===== config.mk =====
export PLATFORM = sky130hd
export DESIGN_NAME = seeded_packet_xor_checker_unit
export DESIGN_NICKNAME = d
export VERILOG_FILES = /design/src/sv/spxc_pkg.sv /design/src/sv/spxc_frame.sv /design/src/sv/seeded_packet_xor_checker_unit.sv
export SDC_FILE = /design/constraint.sdc
export NUM_CORES = 1
export LEC_CHECK = 0
export ABC_AREA = 1
export ABC_CLOCK_PERIOD_IN_PS = 2900
export BUFFER_PORTS_ARGS = -buffer_cell sky130_fd_sc_hd__buf_2
export CORE_ASPECT_RATIO = 1.25
export CORE_MARGIN = 2
export CORE_UTILIZATION = 50
export DETAILED_ROUTE_END_ITERATION = 7
export GPL_ROUTABILITY_DRIVEN = 1
export PLACE_DENSITY = 0.72
export SYNTH_ARGS = -nofsm -noshare
export SYNTH_HDL_FRONTEND = slang
export SYNTH_HIERARCHICAL = 1
export SYNTH_SLANG_ARGS = --single-unit

===== constraint.sdc =====
create_clock -name clk -period 2.9 [get_ports clk]
set_input_delay 0.29 -clock clk [delete_from_list [all_inputs] [get_ports clk]]
set_output_delay 0.29 -clock clk [all_outputs]
set_load 0.005 [all_outputs]

===== src/sv/spxc_pkg.sv =====
// shared types, constants and helpers for the seeded packet xor checker
package spxc_pkg;

    localparam int MAX_PACKET_BYTES = 2048;
    localparam int CNT_W            = $clog2(MAX_PACKET_BYTES + 1);
    localparam int LEN_W            = 12;
    localparam int SEED_W           = 16;
    localparam int WINDOW           = 9;
    localparam int TOTAL_W          = 32;

    localparam logic [SEED_W-1:0] SEED_RESET = 16'hDEEB;

    typedef enum logic [1:0] {
        VERDICT_VALID     = 2'd0,
        VERDICT_BAD_SEED  = 2'd1,
        VERDICT_CHECK_ERR = 2'd2,
        VERDICT_SHORT     = 2'd3
    } verdict_t;

    // packet summary including the beat that is being taken
    typedef struct packed {
        logic [SEED_W-1:0] seed;
        logic [7:0]        check_a;
        logic [7:0]        check_b;
        logic [7:0]        front_xor;
        logic [7:0]        tail_xor;
        logic [CNT_W-1:0]  len;
    } pkt_sum_t;

    function automatic logic [TOTAL_W-1:0] sat_add(input logic [TOTAL_W-1:0] a,
                                                    input logic [TOTAL_W-1:0] b);
        logic [TOTAL_W:0] sum;
        sum = {1'b0, a} + {1'b0, b};
        return sum[TOTAL_W] ? {TOTAL_W{1'b1}} : sum[TOTAL_W-1:0];
    endfunction

endpackage


===== src/sv/spxc_frame.sv =====
// per-packet byte collector: seed, header checks, front xor and tail window
module spxc_frame (
    input  logic                clk,
    input  logic                rst_n,
    input  logic                take,
    input  logic [7:0]          data_byte,
    input  logic                last_byte,
    output spxc_pkg::pkt_sum_t  sum
);

    localparam int CW = spxc_pkg::CNT_W;

    logic [15:0]   seed_reg, seed_next;
    logic [7:0]    check_a_reg, check_a_next;
    logic [7:0]    check_b_reg, check_b_next;
    logic [7:0]    front_reg, front_next;
    logic [7:0]    newest_reg, newest_next;
    logic [CW-1:0] count_reg, count_next;
    logic [7:0]    recent_reg [spxc_pkg::WINDOW];
    logic [7:0]    recent_next [spxc_pkg::WINDOW];
    logic          keep;
    logic [7:0]    tail;

    assign keep = count_reg < CW'(spxc_pkg::MAX_PACKET_BYTES);

    always_comb
    begin
        seed_next    = seed_reg;
        check_a_next = check_a_reg;
        check_b_next = check_b_reg;
        front_next   = front_reg;
        newest_next  = newest_reg;
        count_next   = count_reg;
        for (int i = 0; i < spxc_pkg::WINDOW; i++)
        begin
            recent_next[i] = recent_reg[i];
        end
        if (keep)
        begin
            if (count_reg == CW'(0))
            begin
                seed_next = {data_byte, 8'h00};
            end
            else if (count_reg == CW'(1))
            begin
                seed_next = {seed_reg[15:8], data_byte};
            end
            else if (count_reg == CW'(2))
            begin
                check_a_next = data_byte;
            end
            else if (count_reg == CW'(3))
            begin
                check_b_next = data_byte;
            end
            if (count_reg >= CW'(4) && count_reg <= CW'(9))
            begin
                front_next = front_reg ^ data_byte;
            end
            // slide the window once a previous byte exists
            if (count_reg != CW'(0))
            begin
                for (int i = 0; i < spxc_pkg::WINDOW - 1; i++)
                begin
                    recent_next[i] = recent_reg[i+1];
                end
                recent_next[spxc_pkg::WINDOW-1] = newest_reg;
            end
            newest_next = data_byte;
            count_next  = count_reg + CW'(1);
        end
    end

    always_comb
    begin
        tail = 8'h00;
        for (int i = 0; i < spxc_pkg::WINDOW; i++)
        begin
            tail = tail ^ recent_next[i];
        end
    end

    assign sum.seed      = seed_next;
    assign sum.check_a   = check_a_next;
    assign sum.check_b   = check_b_next;
    assign sum.front_xor = front_next;
    assign sum.tail_xor  = tail;
    assign sum.len       = count_next;

    always_ff @(posedge clk or negedge rst_n)
    begin
        if (!rst_n)
        begin
            seed_reg    <= '0;
            check_a_reg <= '0;
            check_b_reg <= '0;
            front_reg   <= '0;
            newest_reg  <= '0;
            count_reg   <= '0;
            for (int i = 0; i < spxc_pkg::WINDOW; i++)
            begin
                recent_reg[i] <= '0;
            end
        end
        else if (take)
        begin
            // end of packet clears everything for the next one
            if (last_byte)
            begin
                seed_reg    <= '0;
                check_a_reg <= '0;
                check_b_reg <= '0;
                front_reg   <= '0;
                newest_reg  <= '0;
                count_reg   <= '0;
                for (int i = 0; i < spxc_pkg::WINDOW; i++)
                begin
                    recent_reg[i] <= '0;
                end
            end
            else
            begin
                seed_reg    <= seed_next;
                check_a_reg <= check_a_next;
                check_b_reg <= check_b_next;
                front_reg   <= front_next;
                newest_reg  <= newest_next;
                count_reg   <= count_next;
                for (int i = 0; i < spxc_pkg::WINDOW; i++)
                begin
                    recent_reg[i] <= recent_next[i];
                end
            end
        end
    end

endmodule


===== src/sv/seeded_packet_xor_checker_unit.sv =====
// top level of the seeded packet xor checker: verdict, totals and result beat
// Takes one packet byte per beat and gives one result beat per packet, loaded
// when the beat that carries last_byte is taken. The packet state is updated
// and the verdict formed in a single pass of logic, and the result is held in
// an output register, so a new byte is taken every cycle while the result slot
// is empty or being drained. Bytes 0-1 are a big-endian seed that
// must equal the programmed seed, bytes 2-3 are two xor check bytes. For packets
// longer than 10 bytes the first check is the xor of bytes 4..9 and the second
// the xor of the nine bytes before the final one; shorter packets compare both
// checks against zero. Packets of fewer than four bytes get verdict 3 and leave
// the totals alone. Bytes past 2048 are dropped but the last marker still ends
// the packet. The four totals saturate at all ones and the result beat shows
// their value after this packet. The seed register may be written only while idle.
module seeded_packet_xor_checker_unit (
    input  logic        clk,
    input  logic        rst_n,
    // configuration
    input  logic        cfg_we,
    input  logic [15:0] cfg_wdata,
    // byte input channel
    input  logic        in_valid,
    output logic        in_stall,
    input  logic [7:0]  data_byte,
    input  logic        last_byte,
    // result channel
    output logic        out_valid,
    input  logic        out_stall,
    output logic [1:0]  verdict,
    output logic [11:0] packet_length,
    output logic [31:0] out_valid_count,
    output logic [31:0] out_bad_seed_count,
    output logic [31:0] out_check_error_count,
    output logic [31:0] out_received_count
);

    localparam int CW = spxc_pkg::CNT_W;
    localparam int TW = spxc_pkg::TOTAL_W;

    logic                     take;
    logic                     finish;
    spxc_pkg::pkt_sum_t       sum;
    logic [15:0]              seed_reg;
    logic                     out_valid_reg, out_valid_next;
    spxc_pkg::verdict_t       verdict_reg, verdict_next;
    logic [11:0]              length_reg;
    logic [TW-1:0]            valid_tot_reg, valid_tot_next;
    logic [TW-1:0]            bad_seed_tot_reg, bad_seed_tot_next;
    logic [TW-1:0]            check_err_tot_reg, check_err_tot_next;
    logic [TW-1:0]            recv_tot_reg, recv_tot_next;
    logic [7:0]               calc_a, calc_b;

    // a byte may enter whenever the result slot is free or being emptied
    assign in_stall = out_valid_reg && out_stall;
    assign take     = in_valid && !in_stall;
    assign finish   = take && last_byte;

    spxc_frame u_frame (
        .clk       (clk),
        .rst_n     (rst_n),
        .take      (take),
        .data_byte (data_byte),
        .last_byte (last_byte),
        .sum       (sum)
    );

    // computed checks are zero up to ten bytes
    assign calc_a = (sum.len > CW'(10)) ? sum.front_xor : 8'h00;
    assign calc_b = (sum.len > CW'(10)) ? sum.tail_xor  : 8'h00;

    always_comb
    begin
        verdict_next       = spxc_pkg::VERDICT_SHORT;
        valid_tot_next     = valid_tot_reg;
        bad_seed_tot_next  = bad_seed_tot_reg;
        check_err_tot_next = check_err_tot_reg;
        recv_tot_next      = recv_tot_reg;
        if (sum.len >= CW'(4))
        begin
            recv_tot_next = spxc_pkg::sat_add(recv_tot_reg, TW'(sum.len));
            if (sum.seed != seed_reg)
            begin
                verdict_next      = spxc_pkg::VERDICT_BAD_SEED;
                bad_seed_tot_next = spxc_pkg::sat_add(bad_seed_tot_reg, TW'(1));
            end
            else if (calc_a == sum.check_a && calc_b == sum.check_b)
            begin
                verdict_next   = spxc_pkg::VERDICT_VALID;
                valid_tot_next = spxc_pkg::sat_add(valid_tot_reg, TW'(1));
            end
            else
            begin
                verdict_next       = spxc_pkg::VERDICT_CHECK_ERR;
                check_err_tot_next = spxc_pkg::sat_add(check_err_tot_reg, TW'(1));
            end
        end
    end

    always_comb
    begin
        out_valid_next = out_valid_reg;
        if (finish)
        begin
            out_valid_next = 1'b1;
        end
        else if (out_valid_reg && !out_stall)
        begin
            out_valid_next = 1'b0;
        end
    end

    always_ff @(posedge clk or negedge rst_n)
    begin
        if (!rst_n)
        begin
            seed_reg <= spxc_pkg::SEED_RESET;
        end
        else if (cfg_we)
        begin
            seed_reg <= cfg_wdata;
        end
    end

    // totals double as the result beat's count fields: they only move when a
    // new result is loaded, so they hold steady while a beat is stalled
    always_ff @(posedge clk or negedge rst_n)
    begin
        if (!rst_n)
        begin
            out_valid_reg     <= 1'b0;
            valid_tot_reg     <= '0;
            bad_seed_tot_reg  <= '0;
            check_err_tot_reg <= '0;
            recv_tot_reg      <= '0;
        end
        else
        begin
            out_valid_reg <= out_valid_next;
            if (finish)
            begin
                valid_tot_reg     <= valid_tot_next;
                bad_seed_tot_reg  <= bad_seed_tot_next;
                check_err_tot_reg <= check_err_tot_next;
                recv_tot_reg      <= recv_tot_next;
            end
        end
    end

    // result payload
    always_ff @(posedge clk)
    begin
        if (finish)
        begin
            verdict_reg <= verdict_next;
            length_reg  <= sum.len[11:0];
        end
    end

    assign out_valid             = out_valid_reg;
    assign verdict               = verdict_reg;
    assign packet_length         = length_reg;
    assign out_valid_count       = valid_tot_reg;
    assign out_bad_seed_count    = bad_seed_tot_reg;
    assign out_check_error_count = check_err_tot_reg;
    assign out_received_count    = recv_tot_reg;

endmodule

==> impl_metrics.yaml <==
sta:
  setup_violations: 129
  rsz0062_at_grt: "yes"
  final_min_period_over_clock_period_pct: 118.1
  slew_violations: 0
  max_fclk_mhz: 291.9
  clock-skew-final_ps: 19.08
  relSlewSlack_pct: 51.53
  finalCriticalPeriod_ps: 3426
  worstMarginPinSlew_ps: 721.5
  postLayoutSetupSlackWorst_ps: -526.3
  hold_viol_final: 0
critical_path:
  end_kind: "register"
  worst_setup_path_start_kind: "register"
  worstSetupPathDepth: 27
  arrival_ps: 3840
  timing.setup.critical_path_class: "register to register"
  critical_path_required_ps: 3310
  timing.reg2reg.worst_path_depth: 27
  critPathMaxStageDelay_ps: 390
  most_repeated_library_cell_on_the_critical_path: "nand2_1"
  cp_num_buf_inv: 7
  cpLargestDelayFamily: "simple AND/OR/NAND/NOR gates"
  critical-path-slowest-cell: "dfrtp_1"
  timing.rr.start: "u_frame/count_reg[11]"
  reg2reg_to: "out_check_error_count[31]"
  setup_crit_start: "u_frame/count_reg[11]"
  endpoint: "out_check_error_count[31]"
  critical_path_peak_fanout: 19
  reg2reg_slack_ps: -530
placement:
  io_buffer_count: 173
  globalplace.congestion: 0.9826
  hpwlAfterDp_mm: 38.55
yosys:
  synth-async-reset-ratio_pct: 95.19
  synth_edf_count: 14
  sequential_cell_area_fraction_in_the_yosys_report_pct: 39.38
  postSynthCellCount: 2686
  synth.yosys.warnings: 6
  synth_top_flop_cell: "dfrtp_1"
  synth_seq_cells: 291
  syn_avg_cell_area_um2: 6.965
  postSynthNetCount: 2737
  netlist-cell-type-count: 48
  synth_area_um2: 18710
clocking:
  clock-sinks: 291
  ctsLongestPathBuffers: 3
  cts.root.buffer_cell: "clkbuf_16"
  clock_tree_from_tritoncts: "yes"
  cts_buffers: 34
  clock_latency_ps: 530
  clock_pin_slew_of_the_registers_on_the_worst_case_setup_and_hold_paths_ps: 60
  ctsHtreeMaxLevel: 2
global_routing:
  track_usage_pct: 28.89
  grt_overflow_total: 0
  antenna_found_initial: 1
  grt_first_pass_wirelength_mm: 92.49
  grt_start_max_net_pins: 71
  first_global_vias: 19110
final_layout:
  diodes: 0
  final_nets: 3114
  drive_above_1_share_pct: 22.77
  final_common_cell: "nand2_1"
  post-route-util_pct: 64.99
  layout_common_cells: "nand2_1, inv_1, dfrtp_1, buf_4, nand3_1"
  largest_register_ff_count: 72
  area_growth_pct: 28.76
floorplanning:
  die_width_um: 177.0
  core-area_um2: 37070
  die_height_um: 220.3
  std_cell_rows: 79
  floorplan.die_area_um2: 38990
  initial_core_util_pct: 50.47
  ioPinCount: 174
outcome:
  run_status: "finished with violations"
  violations: "negative setup slack"
detailed_routing:
  detail_route.iter0.violations: 1574
  routedWlPerCell_um: 16.19
  via_count: 19800
  firstDrtPassIters: 5
  viasPerCell: 5.539
  drc: 0
  finalWirelength_mm: 57.86
  antenna_left: 0
hold_path:
  worstHoldPathType: "primary input to register"
power:
  power_per_cell_area_nw_per_um2: 772.7
  leakage_component_of_the_power_nw: 12.12
  power_w: 0.01861
  peakVddDrop_mv: 0.5770
run:
  cap_viol_max_count: 0
worst min-delay path by stage:
stage                  from                     end  slack [ps]  depth (start not counted)
2_1_floorplan         rst_n   out_bad_seed_count[0]          -6                          0
3_3_place_gp          rst_n  u_frame/recent_reg[53]         320                          1
3_5_place_dp          rst_n  u_frame/recent_reg[61]         310                          1
4_1_cts        cfg_wdata[7]             seed_reg[7]           2                          2
5_1_grt        cfg_wdata[0]             seed_reg[0]          20                          2
6_report       cfg_wdata[0]             seed_reg[0]          10                          2
per-layer routing:
layer / vias to the layer above / GRT usage (%) / wire, µm
met5: - / 0 / 13
met4: 2 / 11.90 / 2141
met1: 9392 / 36.61 / 23930
met2: 725 / 49.30 / 27940
met3: 146 / 4.399 / 3826
li1: 9530 / - / -
timing repair:
action                     in CTS  in global routing
pin swaps                      31                 37
buffers inserted               14                 12
hold buffers                   15                  0
resized for setup              87                121
gates cloned                    7                  4
hold endpoints to repair       80                  0
setup endpoints to repair     130                130
logic make-up (layout without fill, tap and decap cells):
kind of cell | after synthesis | after routing | synth area share [%]
AND/OR/NAND/NOR | 1506 | 1508 | 34.88
multiplexers | 14 | 14 | 0.8427
AO/OA/AOI/OAI | 334 | 334 | 9.872
adder cells (fa/ha/maj) | 21 | 21 | 1.445
buffers and inverters | 434 | 834 | 9.557
flip-flops | 291 | 291 | 39.38
XOR/XNOR | 86 | 86 | 4.026
cell usage after synthesis, types with 24 or more instances:
master	number	area, µm²
nand4_1	97	606.8
o21ai_0	156	780.8
xor2_1	57	499.2
nand2_1	904	3393
o22ai_1	104	650.6
clkbuf_1	57	214.0
xnor2_1	29	254.0
nor2_1	151	566.8
a21oi_1	30	150.1
or2_2	40	250.2
nand3_1	202	1011
nor3_1	65	325.3
o21ai_1	29	145.1
dfrtp_1	265	6631
inv_1	325	1220
buf_2	24	120.1
per-stage QoR:
stage               instance area (µm²)  std cells  setup WS [ps]  hold slack [ps]  TNS, ps
global route                      24090       3574         -715.8            15.85   -64380
CTS                               23530       3560         -427.8            1.647   -37630
global placement                  21590       3463         -442.6            321.2   -42670
floorplan                         18780       2686          13.44           -5.591        0
finish                            24090       3574         -526.3            12.34   -40150
detailed placement                21590       3463         -574.4            309.4   -56000
cell type report:
cell class	instances	area, µm²
fillers	3103	12980
multi-input cells	1963	10190
flip-flops and latches	291	7367
repair buffers	443	3440
inverters	330	1252
clock buffers	43	935.9
well taps	486	608.1
clock inverters	18	296.5
report_power, final:
group          internal, W  leakage, nW  total [W]  switching, W
combinational      0.00373         7.70    0.00862       0.00489
sequential         0.00470         3.82    0.00520      0.000503
clock              0.00300        0.608    0.00479       0.00179
total               0.0114         12.1     0.0186       0.00718
Power figures use the tool's default switching activity.
